<file path="src/rtl/core/kesp_pkg.sv">
// Shared types and constants of the key event scheduler.
package kesp_pkg;

  // Input commands, carried on the slave tuser
  localparam logic [1:0] CMD_WRITE  = 2'd0;
  localparam logic [1:0] CMD_CHECK  = 2'd1;
  localparam logic [1:0] CMD_CLEAR  = 2'd2;
  localparam logic [1:0] CMD_FINISH = 2'd3;

  // Configuration register indexes
  localparam logic [2:0] CFG_NOTES_EN   = 3'd0;
  localparam logic [2:0] CFG_MAX_NOTES  = 3'd1;
  localparam logic [2:0] CFG_VOLUME     = 3'd2;
  localparam logic [2:0] CFG_CEILING    = 3'd3;
  localparam logic [2:0] CFG_FLOOR      = 3'd4;
  localparam logic [2:0] CFG_AUTO_RESET = 3'd5;

  // Configuration reset values
  localparam logic       RST_NOTES_EN   = 1'b1;
  localparam logic [6:0] RST_MAX_NOTES  = 7'd88;
  localparam logic [7:0] RST_VOLUME     = 8'd100;
  localparam logic [7:0] RST_CEILING    = 8'd255;
  localparam logic [7:0] RST_FLOOR      = 8'd0;
  localparam logic [15:0] RST_AUTO_RESET = 16'd0;

  // Volume arithmetic
  localparam logic [7:0]  VOL_UNITY   = 8'd100;
  localparam logic [9:0]  VOL_FULL    = 10'd200;
  localparam logic [9:0]  MS_PER_SEC  = 10'd1000;
  // floor(m / 100) = (m * 5243) >> 19 for m below 2^15
  localparam logic [12:0] DIV100_MUL  = 13'd5243;
  localparam int          DIV100_SHR  = 19;
  // floor(x / 127) = (x * 33027) >> 22 for x below 32575
  localparam logic [15:0] DIV127_MUL  = 16'd33027;
  localparam int          DIV127_SHR  = 22;
  localparam logic [14:0] ROUND_HALF  = 15'd63;
  // numerators from here up round to 256 or more
  localparam logic signed [18:0] NUM_SAT = 19'sd32512;
  localparam logic [7:0]  PWM_MAX     = 8'd255;

  localparam int QUEUE_DEPTH = 4;
  localparam int QUEUE_AW    = $clog2(QUEUE_DEPTH);

  typedef struct packed {
    logic        notes_en;
    logic [6:0]  max_notes;
    logic [7:0]  volume;
    logic [7:0]  ceiling;
    logic [7:0]  floor_lvl;
    logic [15:0] auto_secs;
  } cfg_t;

  typedef struct packed {
    logic [1:0]  command;
    logic [6:0]  key;
    logic [31:0] now_ms;
    logic [6:0]  pressed_keys;
    logic        planned_in;
    logic        triggered_in;
    logic [31:0] on_time;
    logic [6:0]  on_velocity;
    logic [31:0] off_time;
    logic [31:0] hold_time;
    logic [6:0]  hold_velocity;
  } item_t;

  typedef enum logic [1:0] {
    JOB_NOTE     = 2'd0,
    JOB_ALL_OFF  = 2'd1,
    JOB_DEADLINE = 2'd2
  } job_kind_e;

  // One result to be produced by the back end
  typedef struct packed {
    job_kind_e   kind;
    logic [6:0]  channel;
    logic [6:0]  velocity;
    logic [31:0] now_ms;
    logic        last;
  } job_t;

  typedef struct packed {
    logic valid;
    job_t job;
  } push_t;

  typedef struct packed {
    logic        note_valid;
    logic [6:0]  channel;
    logic [7:0]  pwm_value;
    logic        all_off;
    logic        deadline_valid;
    logic [31:0] reset_deadline;
    logic        last;
  } result_t;

endpackage

</file>
<file path="src/rtl/core/kesp_back.sv">
// Back end: velocity scaling, deadline arithmetic and output register.
module kesp_back (
  input  logic              clk_i,
  input  logic              rst_ni,
  input  kesp_pkg::cfg_t    cfg_i,
  input  logic              job_valid_i,
  input  kesp_pkg::job_t    job_i,
  output logic              pop_o,
  output logic              res_valid_o,
  input  logic              res_ready_i,
  output kesp_pkg::result_t res_o
);

  // ---- PWM window, recomputed from configuration every cycle ----
  logic signed [8:0]  span;
  logic signed [9:0]  vsel;
  logic signed [18:0] span_x, vsel_x, wprod_d, wprod_q;
  logic               wneg;
  logic [18:0]        wmag;
  logic [27:0]        wdiv;
  logic [8:0]         wq;
  logic signed [9:0]  range_div, range_d, range_q;
  logic signed [10:0] ceil_x, floor_x, range_x, base_d, base_q;
  logic               vol_lt, vol_gt;

  always_comb begin
    span    = $signed({1'b0, cfg_i.ceiling}) - $signed({1'b0, cfg_i.floor_lvl});
    vol_lt  = (cfg_i.volume < kesp_pkg::VOL_UNITY);
    vol_gt  = (cfg_i.volume > kesp_pkg::VOL_UNITY);
    vsel    = vol_lt ? $signed({2'b00, cfg_i.volume})
                     : $signed(kesp_pkg::VOL_FULL) - $signed({2'b00, cfg_i.volume});
    span_x  = 19'(span);
    vsel_x  = 19'(vsel);
    wprod_d = span_x * vsel_x;
  end

  // signed divide by 100, truncating toward zero
  always_comb begin
    wneg      = wprod_q[18];
    wmag      = wneg ? 19'(-wprod_q) : 19'(wprod_q);
    wdiv      = 28'(wmag[14:0]) * 28'(kesp_pkg::DIV100_MUL);
    wq        = wdiv[27:kesp_pkg::DIV100_SHR];
    range_div = wneg ? -$signed({1'b0, wq}) : $signed({1'b0, wq});
    range_d   = (vol_lt || vol_gt) ? range_div : 10'(span);
    ceil_x    = $signed({3'b000, cfg_i.ceiling});
    floor_x   = $signed({3'b000, cfg_i.floor_lvl});
    range_x   = 11'(range_d);
    base_d    = vol_gt ? (ceil_x - range_x) : floor_x;
  end

  always_ff @(posedge clk_i) begin
    wprod_q <= wprod_d;
    range_q <= range_d;
    base_q  <= base_d;
  end

  // ---- stage 1: numerator or deadline offset ----
  logic               s1_v_q;
  kesp_pkg::job_t     s1_job_q;
  logic signed [18:0] num_d, num_q;
  logic [25:0]        dofs_d, dofs_q;
  logic signed [18:0] vel_x, rng_x, base_x;
  logic               out_adv, s1_adv;

  always_comb begin
    vel_x  = $signed({12'd0, job_i.velocity});
    rng_x  = 19'(range_q);
    base_x = 19'(base_q);
    num_d  = vel_x * rng_x + (base_x <<< 7) - base_x;
    dofs_d = 26'(cfg_i.auto_secs) * 26'(kesp_pkg::MS_PER_SEC);
  end

  // ---- stage 2: rounding divide by 127 and saturation ----
  logic [14:0] rnd_x;
  logic [30:0] rnd_p;
  logic [8:0]  rnd_q;
  logic [7:0]  pwm;
  kesp_pkg::result_t res_d, res_q;
  logic        out_v_q;

  always_comb begin
    rnd_x = num_q[14:0] + kesp_pkg::ROUND_HALF;
    rnd_p = 31'(rnd_x) * 31'(kesp_pkg::DIV127_MUL);
    rnd_q = rnd_p[30:kesp_pkg::DIV127_SHR];
    if (s1_job_q.velocity == '0 || num_q[18]) begin
      pwm = '0;
    end else if (num_q >= kesp_pkg::NUM_SAT || rnd_q[8]) begin
      pwm = kesp_pkg::PWM_MAX;
    end else begin
      pwm = rnd_q[7:0];
    end
  end

  always_comb begin
    res_d      = '0;
    res_d.last = s1_job_q.last;
    case (s1_job_q.kind)
      kesp_pkg::JOB_NOTE: begin
        res_d.note_valid = 1'b1;
        res_d.channel    = s1_job_q.channel;
        res_d.pwm_value  = pwm;
      end
      kesp_pkg::JOB_ALL_OFF: begin
        res_d.all_off = 1'b1;
      end
      kesp_pkg::JOB_DEADLINE: begin
        res_d.deadline_valid = 1'b1;
        res_d.reset_deadline = s1_job_q.now_ms + 32'(dofs_q);
      end
      default: ;
    endcase
  end

  // pipeline flow
  assign out_adv     = !out_v_q || res_ready_i;
  assign s1_adv      = !s1_v_q || out_adv;
  assign pop_o       = job_valid_i && s1_adv;
  assign res_valid_o = out_v_q;
  assign res_o       = res_q;

  always_ff @(posedge clk_i or negedge rst_ni) begin
    if (!rst_ni) begin
      s1_v_q  <= 1'b0;
      out_v_q <= 1'b0;
    end else begin
      if (s1_adv) s1_v_q <= job_valid_i;
      if (out_adv) out_v_q <= s1_v_q;
    end
  end

  always_ff @(posedge clk_i) begin
    if (pop_o) begin
      s1_job_q <= job_i;
      num_q    <= num_d;
      dofs_q   <= dofs_d;
    end
    if (out_adv && s1_v_q) begin
      res_q <= res_d;
    end
  end

endmodule

</file>
<file path="config.mk">
export PLATFORM = sky130hd
export DESIGN_NAME = kesp_back
export DESIGN_NICKNAME = d
export VERILOG_FILES = /design/src/rtl/core/kesp_pkg.sv /design/src/rtl/core/kesp_back.sv
export SDC_FILE = /design/constraint.sdc
export NUM_CORES = 1
export LEC_CHECK = 0
export ABC_AREA = 1
export BUFFER_PORTS_ARGS = -buffer_cell sky130_fd_sc_hd__buf_2
export CAP_MARGIN = 30
export CORE_MARGIN = 2
export CORE_UTILIZATION = 35
export CTS_CLUSTER_SIZE = 14
export DETAILED_ROUTE_END_ITERATION = 8
export PLACE_DENSITY_LB_ADDON = 0.1
export SYNTH_ARGS = -nofsm -noshare
export SYNTH_HDL_FRONTEND = slang
export SYNTH_SLANG_ARGS = --single-unit
</file>
<file path="constraint.sdc">
create_clock -name clk_i -period 12.1 [get_ports clk_i]
set_input_delay 2.42 -clock clk_i [delete_from_list [all_inputs] [get_ports clk_i]]
set_output_delay 2.42 -clock clk_i [all_outputs]
set_load 0.02 [all_outputs]
</file>
* Word level (Yosys, flattened, before mapping)
Cells that the tools add are included.
W data, S select, Z words.
** Word-level totals
- Bits in registers :: 184
- Bits in latches :: 0
- RAM bits :: 0
- Bits in read-only memories :: 0
- Input port bits :: 101
- Output and inout bits :: 53
- Word-level logic and storage cells :: 62
- Memories kept :: 0
** Operators by class
- Add/sub/neg operators :: 9
- Multiply operators :: 5
- Div/mod/pow operators :: 0
- $lt $le $gt $ge :: 3
- Eq/ne operators :: 2
- Shift-type cells :: 0
- Muxes and demuxes :: 10
- Bitwise operators :: 1
- Reduce and logical (&&, ||, !) cells :: 12
** Operators with widths (number)
- $mux W33 :: 1
- $add A32 B26 Y32 :: 1
- $mul A15 B16 Y31 const B :: 1
- $mux W10 :: 3
- $mul A15 B13 Y28 const B :: 1
- $mux W8 :: 3
- $mul A16 B7 Y23 const B :: 1
- $add A18 B18 Y19 :: 1
- $ge A19 B16 Y1 const B :: 1
- $mul A9 B10 Y19 :: 1
- $sub A19 B11 Y19 :: 1
- $mul A8 B10 Y18 :: 1
- $mux W16 :: 1
- $add A15 B6 Y15 const B :: 1
- $mux W15 :: 1
- $neg A15 Y15 :: 1
- $sub A9 B10 Y11 :: 1
- $neg A9 Y10 :: 1
- $sub A8 B8 Y9 :: 1
- $sub A8 B8 Y9 const A :: 1
- $gt A8 B7 Y1 const B :: 1
- $lt A8 B7 Y1 const B :: 1
- $logic_not A7 Y1 :: 1
- $logic_or A1 B1 Y1 :: 5
- other kinds (8) :: 10

* Depth between registers and ports, before layout
- Depth in word-level cells :: 8
- Mapped depth :: 50
- Depth with buffers taken out :: 50

* Least setup slack after synthesis
Ideal clock, no wire load.
- Path kind :: input port to flip-flop
- Start point :: input cfg_i[18] in the netlist's numbering
- End point :: register wprod_q[18]
- Setup time :: 72 ps
- Arrival :: 8439 ps
- Required time :: 12028 ps
- Path slack :: 3590 ps
- Cell stages on the path :: 31
- Buffers on the path :: 0
- Path through :: inv_1 > ha_1 > nand3_1 > and2_1 > or2_1 > nand2_1 > a21oi_1 > or2_1 > nand2_1 > a21oi_1 > or2_2 > nand2_1 > inv_1 > nand2_1 > fa_1 > fa_1 > inv_1 > fa_1 > fa_1 > inv_1 > fa_1 > inv_1 > ha_1 > a21o_1 > a21oi_1 > o21ai_0 > a21oi_1 > o21ai_0 > a21o_1 > a41oi_1 > xor2_1
** On the way
- Longest elaborated chain between the ends :: 2
** Ends and longest elaborated chain
- start: declaration :: RTL line kesp_back.sv:5 : input kesp_pkg::cfg_t cfg_i,
- $sub A8 B8 Y9 :: RTL line kesp_back.sv:27 : span = $signed({1'b0, cfg_i.ceiling}) - $signed({1'b0, cfg_i.floor_lvl});
- $mul A9 B10 Y19 :: RTL line kesp_back.sv:34 : wprod_d = span_x * vsel_x;
- via wprod_d[18] :: RTL line kesp_back.sv:17 : logic signed [18:0] span_x, vsel_x, wprod_d, wprod_q;
- end signal: assignment :: RTL line kesp_back.sv:52 : wprod_q <= wprod_d;
- end: declaration :: RTL line kesp_back.sv:17
The timed path passes the listed nets, and every way through them passes these cells.
A chain may end at the register's enable or synchronous reset.

* Worst setup path after layout
Same ends and word-level chain as after synthesis.

==> impl_metrics.json <==
{
  "status": "finished clean",
  "finalSetupTns_ns": 0,
  "final_common_cell": "inv_1",
  "maxSlewViolCount": 0,
  "drive_above_1_share_pct": 9.458,
  "finalNetCount": 3414,
  "die-area_um2": 68080,
  "synthArstFlopShare_pct": 1.105,
  "critPathKind": "input port to register",
  "coreArea_um2": 65510,
  "crit_slowest_cell": "fa_1",
  "vias": 16440,
  "whs_path_depth": 0,
  "hpwl_um": 45780,
  "synth-edff-count": 142,
  "grt_pass1_wl_um": 87340,
  "fmax_ghz": 0.1129,
  "drc_errors": 0,
  "die_w_um": 260.9,
  "clk_latency_ns": 0.47,
  "rsz0062_at_grt": "false",
  "final.fill_count": 6649,
  "reg2reg_depth": 50,
  "ys.flop_type": "edfxtp_1",
  "regArea_um2": 5055,
  "crit_path_start_kind": "input port",
  "cts_root_buffer": "clkbuf_16",
  "worst_pin_slew_ns": 0.9092,
  "cts_buffers": 17,
  "min_period_ns": 8.861,
  "drt_pass1_iterations": 5,
  "crit_required_ns": 12.50,
  "skew_ns": 0.01545,
  "clockBufferDepth": 2,
  "grt_usage_pct": 16.24,
  "cts_hold_buf": 0,
  "clkTransAtPathRegs_ns": 0.07,
  "gr-total-overflow": 0,
  "setup_viol": 0,
  "grt_pass1_vias": 16970,
  "synth_seq_area_share_pct": 21.88,
  "portBuffers": 145,
  "syn_inst": 2503,
  "ys_warn_count": 0,
  "antenna_found_initial": 2,
  "synth_area_um2": 23100,
  "die_y_um": 260.9,
  "yosysUniqueCellTypes": 60,
  "cap_violations": 0,
  "final_util_pct": 38.96,
  "synth_area_per_cell_um2": 9.231,
  "max_slew_margin_pct": 39.16,
  "final_cell_mix": "inv_1, ha_1, nand2_1",
  "timing.final.hold_violations": 0,
  "ant_nets": 0,
  "rows": 94,
  "area_growth_pct": 10.48,
  "wl_per_cell_um": 14.93,
  "hold_path.class": "register to register",
  "viasPerCell": 4.641,
  "gp_congestion": 0.8257,
  "tritoncts": "yes",
  "grt_max_degree": 58,
  "worstSetupEndpointType": "register",
  "period_share_pct": 73.23,
  "ioPinCount": 154,
  "initial_core_util_pct": 35.27,
  "wl_um": 52860,
  "cp_slowest_stage_delay_ns": 0.55,
  "arrival_ns": 9.26,
  "htreeDepth": 4,
  "cp_max_fo": 6,
  "post_cts_resized": 0,
  "postCtsSetupRepairBufs": 0,
  "synth_nets": 3255,
  "synth_seq_cells": 181,
  "drt-initial-drc-count": 772,
  "multiInputGateArea_um2": 15780,
  "cts.sinks": 181
}
-- metal layers --
metal  vias up  routed length, um  GRT usage, %
met4         2                704         3.556
met2       224              24900         27.34
met5         -                 13             0
met1      7915              25570         22.33
li1       8250                  -             -
met3        44               1672         2.091
-- critical path: cells and delay by family --
family,cells,cell delay (ns)
AND/OR/NAND/NOR,9,1.44
XOR/XNOR,1,0.15
AO/OA/AOI/OAI,9,1.43
adder cells (fa/ha/maj),7,3.28
buffers and inverters,6,0.51
-- sequential cells by signal (all words and copies together), names as in the netlist --
name / count
wprod_q: 16
num_q: 19
range_q: 10
s1_job_q: 48
s1_v_q: 1
dofs_q: 23
base_q: 11
res_o: 51
res_valid_o: 1
res_d: 1
-- synth_stat cells, types with 3 or more instances --
master | n | area, um^2
o211ai_1 | 3 | 22.52
a21boi_0 | 5 | 37.54
nand4_1 | 17 | 106.4
nand3_1 | 52 | 260.3
nand3b_1 | 4 | 30.03
nor3_2 | 3 | 30.03
inv_1 | 582 | 2185
or2_2 | 6 | 37.54
o21ai_1 | 13 | 65.06
o21ai_2 | 4 | 35.03
nor2_2 | 3 | 18.77
inv_2 | 5 | 18.77
edfxtp_1 | 142 | 4264
nor4_1 | 3 | 18.77
xnor2_1 | 35 | 306.5
nand3_2 | 7 | 70.07
o21a_1 | 12 | 90.09
o221ai_1 | 3 | 26.28
o21bai_1 | 6 | 45.04
a21oi_2 | 5 | 43.79
a21oi_1 | 135 | 675.7
o31ai_1 | 3 | 22.52
ha_1 | 372 | 4654
dfxtp_1 | 37 | 740.7
or2_1 | 3 | 18.77
a21o_1 | 13 | 97.59
xor2_1 | 75 | 656.9
o21ai_0 | 79 | 395.4
and2_1 | 4 | 25.02
nand2_2 | 14 | 87.58
fa_1 | 279 | 5585
nor2_1 | 149 | 559.3
nor3_1 | 15 | 75.07
clkbuf_1 | 15 | 56.30
nand2_1 | 365 | 1370
clkinv_1 | 3 | 11.26
-- final timing paths --
path	from	end	slack, ns
worst max register to register	wprod_q[0]	base_q[9]	3.52
worst min-delay path	res_d[0]	res_o[0]	0.44
worst min register to register	res_d[0]	res_o[0]	0.44
worst max-delay path	cfg_i[18]	wprod_q[18]	3.24
max in group asynchronous	rst_ni	s1_v_q	10.29
min in group asynchronous	rst_ni	res_valid_o	1.72
-- kinds of logic (layout without fill, tap and decap cells) --
group	after synthesis	in the layout	share of synthesized area [%]
XOR/XNOR	112	112	4.359
other	0	2	0
AO/OA/AOI/OAI	296	296	7.343
buffers and inverters	608	780	9.888
AND/OR/NAND/NOR	654	654	12.17
flip-flops	181	181	21.88
adder cells (fa/ha/maj)	652	652	44.36
-- per-stage QoR --
step	instances	hold WS, ns	worst slack [ns]	cell area [um^2]
floorplan	2503	0.4003	3.590	23100
finish	3541	0.4369	3.239	25530
CTS	3538	0.4367	3.267	25510
detailed placement	3506	0.4261	2.793	24950
global placement	3505	0.4056	2.781	24940
global route	3540	0.4565	2.729	25520
-- final cells by class --
class	count	area share [%]
clock buffers	20	1.789
diodes	2	0.01961
flip-flops and latches	181	19.80
repair buffers	158	3.225
clock inverters	12	0.4363
multi-input cells	1714	61.81
well taps	864	4.235
inverters	590	8.686
Power is left out: the tool's default activity adds up to more than one toggle a clock period on the data nets, which glitch-free logic cannot reach.
